## src/bbb_pkg.sv

```systemverilog
// ----------------------------------------------------------------------------
// bbb_pkg
// Shared types, constants and helpers of the bi-objective box bound core.
// ----------------------------------------------------------------------------
package bbb_pkg;

    localparam int COST_BITS      = 16;
    localparam int IDX_BITS       = 8;
    localparam int SUM_BITS       = 40;
    localparam int BASE_BITS      = 32;
    localparam int CNT_BITS       = 11;
    localparam int MAX_FACILITIES = 256;
    localparam int MAX_CUSTOMERS  = 1024;
    localparam int COUNT_MAX      = (MAX_CUSTOMERS < 2047) ? MAX_CUSTOMERS : 2047;

    localparam int QUEUE_DEPTH = 4;
    localparam int QPTR_BITS   = $clog2(QUEUE_DEPTH);

    localparam int S_TDATA_BITS = 40;
    localparam int S_TUSER_BITS = 3;
    localparam int M_TDATA_BITS = 256;
    localparam int M_TUSER_BITS = 3;

    localparam int CFG_ADDR_BITS = 1;

    typedef enum logic [CFG_ADDR_BITS-1:0] {
        REG_BASE_COST_ONE = 1'b0,
        REG_BASE_COST_TWO = 1'b1
    } cfg_reg_t;

    // per-customer work handed from front to back
    typedef struct packed {
        logic                 reload;
        logic                 emit;
        logic                 none_open;
        logic                 assigned;
        logic                 last_cust;
        logic [COST_BITS-1:0] first_primary;
        logic [COST_BITS-1:0] first_secondary;
        logic [COST_BITS-1:0] second_primary;
        logic [COST_BITS-1:0] second_secondary;
    } cmd_t;

    typedef struct packed {
        logic [SUM_BITS-1:0] min_one;
        logic [SUM_BITS-1:0] min_two;
        logic [SUM_BITS-1:0] max_one;
        logic [SUM_BITS-1:0] max_two;
        logic [SUM_BITS-1:0] origin_one;
        logic [SUM_BITS-1:0] origin_two;
    } sums_t;

    typedef struct packed {
        logic                customer_assigned;
        logic                no_open_facility;
        logic                more_steps;
        logic                box_done;
        sums_t               sums;
        logic [CNT_BITS-1:0] unassigned_count;
    } result_t;

    function automatic logic [SUM_BITS-1:0] sat_add(input logic [SUM_BITS-1:0]  a,
                                                    input logic [COST_BITS-1:0] b);
        logic [SUM_BITS:0] s;
        s = {1'b0, a} + (SUM_BITS+1)'(b);
        return s[SUM_BITS] ? {SUM_BITS{1'b1}} : s[SUM_BITS-1:0];
    endfunction

endpackage

```

## src/bbb_front.sv

```systemverilog
// ----------------------------------------------------------------------------
// bbb_front
// Tracks both lexicographic minima over a customer's open facilities and
// issues one command per customer end or box start.
// ----------------------------------------------------------------------------
module bbb_front
    import bbb_pkg::*;
(
    input  logic                 aclk,
    input  logic                 aresetn,
    input  logic                 accept,
    input  logic                 new_box,
    input  logic [IDX_BITS-1:0]  facility_index,
    input  logic                 facility_open,
    input  logic [COST_BITS-1:0] alloc_cost_one,
    input  logic [COST_BITS-1:0] alloc_cost_two,
    input  logic                 last_facility,
    input  logic                 last_customer,
    output logic                 cmd_push,
    output cmd_t                 cmd
);

    logic [COST_BITS-1:0] fp_reg, fp_next, fs_reg, fs_next;
    logic [COST_BITS-1:0] sp_reg, sp_next, ss_reg, ss_next;
    logic [IDX_BITS-1:0]  fi_reg, fi_next, si_reg, si_next;
    logic                 any_reg, any_next;
    logic                 any_eff, is_open, better_one, better_two, any_seen;

    always_comb begin
        any_eff    = any_reg && !new_box;
        is_open    = facility_open && ({1'b0, facility_index} < (IDX_BITS+1)'(MAX_FACILITIES));
        better_one = !any_eff || (alloc_cost_one < fp_reg) ||
                     (alloc_cost_one == fp_reg && alloc_cost_two < fs_reg);
        better_two = !any_eff || (alloc_cost_two < sp_reg) ||
                     (alloc_cost_two == sp_reg && alloc_cost_one < ss_reg);
        fp_next = fp_reg;
        fs_next = fs_reg;
        fi_next = fi_reg;
        sp_next = sp_reg;
        ss_next = ss_reg;
        si_next = si_reg;
        if (is_open && better_one) begin
            fp_next = alloc_cost_one;
            fs_next = alloc_cost_two;
            fi_next = facility_index;
        end
        if (is_open && better_two) begin
            sp_next = alloc_cost_two;
            ss_next = alloc_cost_one;
            si_next = facility_index;
        end
        any_seen = any_eff || is_open;
        any_next = last_facility ? 1'b0 : any_seen;
    end

    always_comb begin
        cmd_push             = accept && (new_box || last_facility);
        cmd.reload           = new_box;
        cmd.emit             = last_facility;
        cmd.none_open        = !any_seen;
        cmd.assigned         = any_seen && (fi_next == si_next);
        cmd.last_cust        = last_customer;
        cmd.first_primary    = fp_next;
        cmd.first_secondary  = fs_next;
        cmd.second_primary   = sp_next;
        cmd.second_secondary = ss_next;
    end

    always_ff @(posedge aclk) begin
        if (!aresetn) begin
            any_reg <= 1'b0;
            fp_reg  <= '0;
            fs_reg  <= '0;
            fi_reg  <= '0;
            sp_reg  <= '0;
            ss_reg  <= '0;
            si_reg  <= '0;
        end else if (accept) begin
            any_reg <= any_next;
            fp_reg  <= fp_next;
            fs_reg  <= fs_next;
            fi_reg  <= fi_next;
            sp_reg  <= sp_next;
            ss_reg  <= ss_next;
            si_reg  <= si_next;
        end
    end

endmodule

```

## src/bbb_cmd_queue.sv

```systemverilog
// ----------------------------------------------------------------------------
// bbb_cmd_queue
// Short first-in first-out queue of commands between front and back.
// ----------------------------------------------------------------------------
module bbb_cmd_queue
    import bbb_pkg::*;
(
    input  logic aclk,
    input  logic aresetn,
    input  logic push,
    input  cmd_t push_cmd,
    input  logic pop,
    output logic full,
    output logic head_valid,
    output cmd_t head_cmd
);

    cmd_t                 mem [QUEUE_DEPTH];
    logic [QPTR_BITS-1:0] wr_ptr_reg, wr_ptr_next;
    logic [QPTR_BITS-1:0] rd_ptr_reg, rd_ptr_next;
    logic [QPTR_BITS:0]   count_reg, count_next;
    logic                 do_push, do_pop;

    always_comb begin
        full        = (count_reg == (QPTR_BITS+1)'(QUEUE_DEPTH));
        head_valid  = (count_reg != '0);
        head_cmd    = mem[rd_ptr_reg];
        do_push     = push && !full;
        do_pop      = pop && head_valid;
        wr_ptr_next = do_push ? wr_ptr_reg + 1'b1 : wr_ptr_reg;
        rd_ptr_next = do_pop ? rd_ptr_reg + 1'b1 : rd_ptr_reg;
        count_next  = count_reg + (QPTR_BITS+1)'(do_push) - (QPTR_BITS+1)'(do_pop);
    end

    always_ff @(posedge aclk) begin
        if (do_push) begin
            mem[wr_ptr_reg] <= push_cmd;
        end
    end

    always_ff @(posedge aclk) begin
        if (!aresetn) begin
            wr_ptr_reg <= '0;
            rd_ptr_reg <= '0;
            count_reg  <= '0;
        end else begin
            wr_ptr_reg <= wr_ptr_next;
            rd_ptr_reg <= rd_ptr_next;
            count_reg  <= count_next;
        end
    end

endmodule

```

## src/bbb_back.sv

```systemverilog
// ----------------------------------------------------------------------------
// bbb_back
// Carries out commands: reloads and accumulates the six saturating sums and
// the unassigned count, and holds the result beat in an output register.
// ----------------------------------------------------------------------------
module bbb_back
    import bbb_pkg::*;
(
    input  logic                 aclk,
    input  logic                 aresetn,
    input  logic [BASE_BITS-1:0] base_cost_one,
    input  logic [BASE_BITS-1:0] base_cost_two,
    input  logic                 cmd_valid,
    input  cmd_t                 cmd,
    output logic                 cmd_pop,
    output logic                 out_valid,
    input  logic                 out_ready,
    output result_t              out_result
);

    sums_t               sums_reg, sums_next, start;
    logic [CNT_BITS-1:0] cnt_reg, cnt_next, cnt_start;
    logic                valid_reg, valid_next;
    result_t             res_reg, res_next;
    logic [COST_BITS-1:0] add_min_two, add_max_one;

    always_comb begin
        cmd_pop = cmd_valid && (!valid_reg || out_ready);

        if (cmd.reload) begin
            start.min_one    = SUM_BITS'(base_cost_one);
            start.max_one    = SUM_BITS'(base_cost_one);
            start.origin_one = SUM_BITS'(base_cost_one);
            start.min_two    = SUM_BITS'(base_cost_two);
            start.max_two    = SUM_BITS'(base_cost_two);
            start.origin_two = SUM_BITS'(base_cost_two);
            cnt_start        = '0;
        end else begin
            start     = sums_reg;
            cnt_start = cnt_reg;
        end

        add_min_two = cmd.assigned ? cmd.first_secondary : cmd.second_primary;
        add_max_one = cmd.assigned ? cmd.first_primary : cmd.second_secondary;

        sums_next = start;
        cnt_next  = cnt_start;
        if (cmd.emit && !cmd.none_open) begin
            sums_next.min_one = sat_add(start.min_one, cmd.first_primary);
            sums_next.min_two = sat_add(start.min_two, add_min_two);
            sums_next.max_one = sat_add(start.max_one, add_max_one);
            sums_next.max_two = sat_add(start.max_two, cmd.first_secondary);
        end
        if (cmd.emit && cmd.assigned) begin
            sums_next.origin_one = sat_add(start.origin_one, cmd.first_primary);
            sums_next.origin_two = sat_add(start.origin_two, cmd.first_secondary);
        end
        if (cmd.emit && !cmd.assigned && cnt_start < CNT_BITS'(COUNT_MAX)) begin
            cnt_next = cnt_start + 1'b1;
        end

        res_next.customer_assigned = cmd.assigned;
        res_next.no_open_facility  = cmd.none_open;
        res_next.more_steps        = cmd.last_cust && (cnt_next != '0);
        res_next.box_done          = cmd.last_cust;
        res_next.sums              = sums_next;
        res_next.unassigned_count  = cnt_next;

        if (cmd_pop && cmd.emit) begin
            valid_next = 1'b1;
        end else if (out_ready) begin
            valid_next = 1'b0;
        end else begin
            valid_next = valid_reg;
        end
    end

    always_ff @(posedge aclk) begin
        if (!aresetn) begin
            sums_reg  <= '0;
            cnt_reg   <= '0;
            valid_reg <= 1'b0;
        end else begin
            valid_reg <= valid_next;
            if (cmd_pop) begin
                sums_reg <= sums_next;
                cnt_reg  <= cnt_next;
            end
        end
    end

    always_ff @(posedge aclk) begin
        if (cmd_pop && cmd.emit) begin
            res_reg <= res_next;
        end
    end

    assign out_valid  = valid_reg;
    assign out_result = res_reg;

endmodule

```

## src/biobjective_box_bound_core.sv

```systemverilog
// ----------------------------------------------------------------------------
// biobjective_box_bound_core
// Bi-objective lower and upper bound of a facility box, one cost pair a beat.
//
//  channel | dir | handshake          | payload
//  s_      | in  | s_tvalid/s_tready  | s_tdata, s_tuser, s_tlast (cost pair)
//  m_      | out | m_tvalid/m_tready  | m_tdata, m_tuser, m_tlast (customer result)
//  cfg_    | in  | cfg_wr_en          | cfg_addr, cfg_wr_data (base costs)
//
// one input beat per cycle unless the command queue is full; results leave via the back's register
// the front updates both minima in the accept cycle, the back adds into the sums
// a four-entry command queue lets the front run on while the result port stalls
// synchronous active-low reset clears all sums, counts and the base registers
// ----------------------------------------------------------------------------
module biobjective_box_bound_core
    import bbb_pkg::*;
(
    input  logic                     aclk,
    input  logic                     aresetn,
    input  logic                     cfg_wr_en,
    input  logic [CFG_ADDR_BITS-1:0] cfg_addr,
    input  logic [BASE_BITS-1:0]     cfg_wr_data,
    input  logic                     s_tvalid,
    output logic                     s_tready,
    // facility_index, alloc_cost_one, alloc_cost_two
    input  logic [S_TDATA_BITS-1:0]  s_tdata,
    // new_box, facility_open, last_customer
    input  logic [S_TUSER_BITS-1:0]  s_tuser,
    input  logic                     s_tlast,
    output logic                     m_tvalid,
    input  logic                     m_tready,
    // sum_min_one, sum_min_two, sum_max_one, sum_max_two, sum_origin_one,
    // sum_origin_two, unassigned_count, zero pad
    output logic [M_TDATA_BITS-1:0]  m_tdata,
    // customer_assigned, no_open_facility, more_steps
    output logic [M_TUSER_BITS-1:0]  m_tuser,
    output logic                     m_tlast
);

    logic [BASE_BITS-1:0] base_one_reg, base_two_reg;
    logic                 q_full, q_push, q_pop, q_valid, accept;
    cmd_t                 push_cmd, head_cmd;
    result_t              res;

    always_ff @(posedge aclk) begin
        if (!aresetn) begin
            base_one_reg <= '0;
            base_two_reg <= '0;
        end else if (cfg_wr_en) begin
            case (cfg_addr)
                REG_BASE_COST_ONE: base_one_reg <= cfg_wr_data;
                REG_BASE_COST_TWO: base_two_reg <= cfg_wr_data;
                default: ;
            endcase
        end
    end

    assign s_tready = !q_full;
    assign accept   = s_tvalid && s_tready;

    bbb_front u_front (
        .aclk           (aclk),
        .aresetn        (aresetn),
        .accept         (accept),
        .new_box        (s_tuser[0]),
        .facility_index (s_tdata[7:0]),
        .facility_open  (s_tuser[1]),
        .alloc_cost_one (s_tdata[23:8]),
        .alloc_cost_two (s_tdata[39:24]),
        .last_facility  (s_tlast),
        .last_customer  (s_tuser[2]),
        .cmd_push       (q_push),
        .cmd            (push_cmd)
    );

    bbb_cmd_queue u_queue (
        .aclk       (aclk),
        .aresetn    (aresetn),
        .push       (q_push),
        .push_cmd   (push_cmd),
        .pop        (q_pop),
        .full       (q_full),
        .head_valid (q_valid),
        .head_cmd   (head_cmd)
    );

    bbb_back u_back (
        .aclk          (aclk),
        .aresetn       (aresetn),
        .base_cost_one (base_one_reg),
        .base_cost_two (base_two_reg),
        .cmd_valid     (q_valid),
        .cmd           (head_cmd),
        .cmd_pop       (q_pop),
        .out_valid     (m_tvalid),
        .out_ready     (m_tready),
        .out_result    (res)
    );

    assign m_tdata = {5'b0, res.unassigned_count,
                      res.sums.origin_two, res.sums.origin_one,
                      res.sums.max_two, res.sums.max_one,
                      res.sums.min_two, res.sums.min_one};
    assign m_tuser = {res.more_steps, res.no_open_facility, res.customer_assigned};
    assign m_tlast = res.box_done;

endmodule

```

## config.mk

```make
export PLATFORM = sky130hd
export DESIGN_NAME = biobjective_box_bound_core
export DESIGN_NICKNAME = d
export VERILOG_FILES = /design/src/bbb_pkg.sv /design/src/bbb_front.sv /design/src/bbb_cmd_queue.sv /design/src/bbb_back.sv /design/src/biobjective_box_bound_core.sv
export SDC_FILE = /design/constraint.sdc
export NUM_CORES = 2
export LEC_CHECK = 0
export ABC_CLOCK_PERIOD_IN_PS = 6800
export BUFFER_PORTS_ARGS = -buffer_cell sky130_fd_sc_hd__buf_4
export CORE_MARGIN = 2
export CORE_UTILIZATION = 57
export CTS_BUF_LIST = sky130_fd_sc_hd__clkbuf_8
export DETAILED_ROUTE_END_ITERATION = 12
export PLACE_DENSITY = 0.87
export SYNTH_ARGS = -nofsm -noshare
export SYNTH_HDL_FRONTEND = slang
export SYNTH_SLANG_ARGS = --single-unit
export TNS_END_PERCENT = 100
```

## constraint.sdc

```tcl
create_clock -name aclk -period 6.8 [get_ports aclk]
set_clock_uncertainty 0.05 [all_clocks]
set_input_delay 0.34 -clock aclk [delete_from_list [all_inputs] [get_ports aclk]]
set_output_delay 0.34 -clock aclk [all_outputs]
set_load 0.01 [all_outputs]
```

==> flow_metrics.tcl <==
set metrics [dict create \
    status "finished with violations" \
    violations "DRC, hold timing" \
    min_to "u_back.sums_reg[192]$_SDFFE_PN0P_" \
    grt_pass1_wl_um 218000 \
    clk_latency_ns 0.88 \
    io_buffers 338 \
    design_area_um2 54900 \
    cp_common_cell "buf_4" \
    rsz0062_at_grt "no" \
    whs_ns -0.00962 \
    place_area_um2 50900 \
    ios 344 \
    start_kind "register" \
    cts_setup_buffers 0 \
    synthFlopType "edfxtp_1" \
    synth_common_cells "nand2_1 (601), edfxtp_1 (531), a21oi_1 (480)" \
    max_stage_delay_ns 0.84 \
    min_from "aresetn" \
    synth_xor_area_share_pct 3.86 \
    synth-compound-area-share_pct 16.9 \
    powerDensity_nw_per_um2 445 \
    crit_buf_inv 2 \
    drt_iter0_markers 4977 \
    power_switching_mw 10.0 \
    overflow 0 \
    synth.top_cells.by_area "edfxtp_1 (33%), dfxtp_1 (17%), a21oi_1 (5.0%)" \
    fin_tns_setup_ns 0 \
    r2r_cells 15 \
    core_area_um2 83300 \
    root_buffer "clkbuf_8" \
    synthSimpleGateAreaFrac_pct 14.6 \
    path_cells "buf_4 > mux4_2 > mux2_2 > ha_1 > fa_1 > a21oi_1 > o21bai_1 > a2111oi_0 > o21ai_0 > a211oi_1 > or3_1 > or4_1 > buf_4 > o211ai_1 > o211a_1" \
    p_leak_nw 22.1 \
    clock_path_buffers 3 \
    largest_reg_flops 276 \
    dp_cells 5958 \
    min_period_ns 6.27 \
    cts_buffers 152 \
    yosys-mux-area-fraction_pct 5.70 \
    seq_area_frac_synth_pct 50.5 \
    num_rows 106 \
    synth_area_um2 47700 \
    setup_viol 0 \
    vias_per_cell 6.31 \
    p_comb_share_pct 43.9 \
    dieWidth_um 293 \
    seq_power_share_pct 36.1 \
    synth_fa_ha_area_share_pct 4.62 \
    end_kind "register" \
    ys_warn_count 0 \
    post-route-period-util_pct 92.2 \
    ys_ff_latch 937 \
    r2r_end "u_back.sums_reg[123]$_SDFFE_PN0P_" \
    yosys.cell_count.top_type "nand2_1" \
    hold_violations 1 \
    first_global_vias 37993 \
    drt_wl_total_um 143000 \
    yosysUniqueCellTypes 93 \
    first_pass_iters 10 \
    wire_per_inst_um 22.6 \
    cts_tree "done" \
    avgSynthCellArea_um2 9.99 \
    synth_top_family_by_area "compound AO/OA/AOI/OAI gates" \
    max_cap_viol_count 0 \
    slew_violations 0 \
    cts-resized-gates 0 \
    htreeDepth 4 \
    reg2reg_setup_slack_ns 0.53 \
    grt.total_usage_pct 32.6 \
    antenna_found_initial 14 \
    relSlewSlack_pct 11.5 \
    start_util_pct 57.2 \
    fin_nets 5377 \
    final_cells 6339 \
    hold_path_class "primary input to register" \
    tightestPinTransition_ns 1.32 \
    syn-instance-count 4773 \
    drcViolationCount 1 \
    ant_nets 0 \
    path_class "register to register" \
    cellInternalPower_mw 14.4 \
    arrival_ns 6.94 \
    worstPathRequired_ns 7.47 \
    p_clk_share_pct 20.1 \
    dieArea_um2 86000 \
    grt_max_degree 163 \
    cp_max_fo 43 \
    crit_family "compound AO/OA/AOI/OAI gates" \
    synth_top_cell_area_share_pct 33.4 \
    synthArstFlopShare_pct 0 \
    synth_top_area_cell "edfxtp_1" \
    max_freq_mhz 160 \
    power_mw 24.4 \
    cts.sink_count 937 \
    syn_to_final_growth_pct 15.1 \
    vias 39987 \
    synth_edf_count 531 \
    slowest_stage "a2111oi_0" \
    gp_congestion 0.968 \
    switching_share_pct 41.0 \
    path_clk_slew_ns 0.06 \
    hold_depth 3 \
    vdd_drop_max_v 0.000388 \
    dpl.hpwl_um 96700 \
    drive_above_1_share_pct 15.5 \
    die_y_um 293 \
]
layer usage:
| layer | track usage [%] | part of all wire, % |
|---|---|---|
| met1 | 42.2 | 38 |
| met2 | 51.6 | 46 |
| met3 | 7.59 | 11 |
| met4 | 16.2 | 5.1 |
| met5 | 0 | 0.077 |
layout make-up:
class                      count  area, µm²
tap                         1080       1350
clock inverter               111        694
multi-input combinational   3382      21900
timing repair buffer         480       3860
sequential                   937      24100
inverter                     170        654
antenna                       10       25.0
fill                        6322      28400
clock buffer                 169       2330
tightest hold or removal path: cells and delay by family:
| family | cells | cell delay (ns) |
|---|---|---|
| buffers and inverters | 2 | 0.28 |
| AO/OA/AOI/OAI | 1 | 0.21 |
timing repair:
action,CTS,global route
endpoints found under the hold margin,323,0
endpoints found under the setup margin,0,0
hold buffers,91,0
through the flow:
stage	utilization, %	setup slack (ns)
after floorplan	-	1.13
after global placement	61.1	0.997
after detailed placement	61.1	0.810
after CTS	65.8	0.797
after global routing	65.9	0.256
final	65.9	0.531
logic make-up (layout without fill, tap and decap cells):
logic type | count (synthesis) | after routing
AO/OA/AOI/OAI | 1320 | 1320
adder cells (fa/ha/maj) | 172 | 172
AND/OR/NAND/NOR | 1498 | 1498
other | 1 | 15
multiplexers | 177 | 177
buffers and inverters | 458 | 930
flip-flops | 937 | 937
XOR/XNOR | 210 | 210
power by group through the flow:
stage          clock network [mW]  logic, mW  registers, mW
2_1_floorplan                   0       6.62           9.04
3_3_place_gp                    0       10.1           8.84
3_5_place_dp                    0       10.4           8.87
4_1_cts                      4.93       10.5           8.78
5_1_grt                      5.20       11.6           8.93
6_report                     4.90       10.7           8.81
cells in the final DEF, fill, tap and decap left out, types with 165 or more instances in the layout:
cell type  Yosys  routed
nand2_1      601     600
ha_1         165     165
edfxtp_1     531     531
dfxtp_1      406     404
clkbuf_8       0     169
a21oi_1      480     480
buf_4          9     387
o21ai_0      315     314
nor2_1       345     344
inv_1        169     228
worst max path at each step:
stage                                                from                           endpoint  slack, ns  cells after the start
after detailed placement                         register  u_back.sums_reg[128]$_SDFFE_PN0P_       0.81                     15
after floorplan           u_queue.count_reg[2]$_SDFF_PN0_     u_back.out_result[0]$_DFFE_PP_       1.13                      6
final                                            register  u_back.sums_reg[123]$_SDFFE_PN0P_       0.53                     15
after CTS                                        register  u_back.sums_reg[128]$_SDFFE_PN0P_       0.80                     15
after global placement                           register  u_back.sums_reg[130]$_SDFFE_PN0P_        1.0                     16
after global routing                             register   u_back.sums_reg[79]$_SDFFE_PN0P_       0.26                     14
Note: power is estimated with default switching activity, not from simulation.
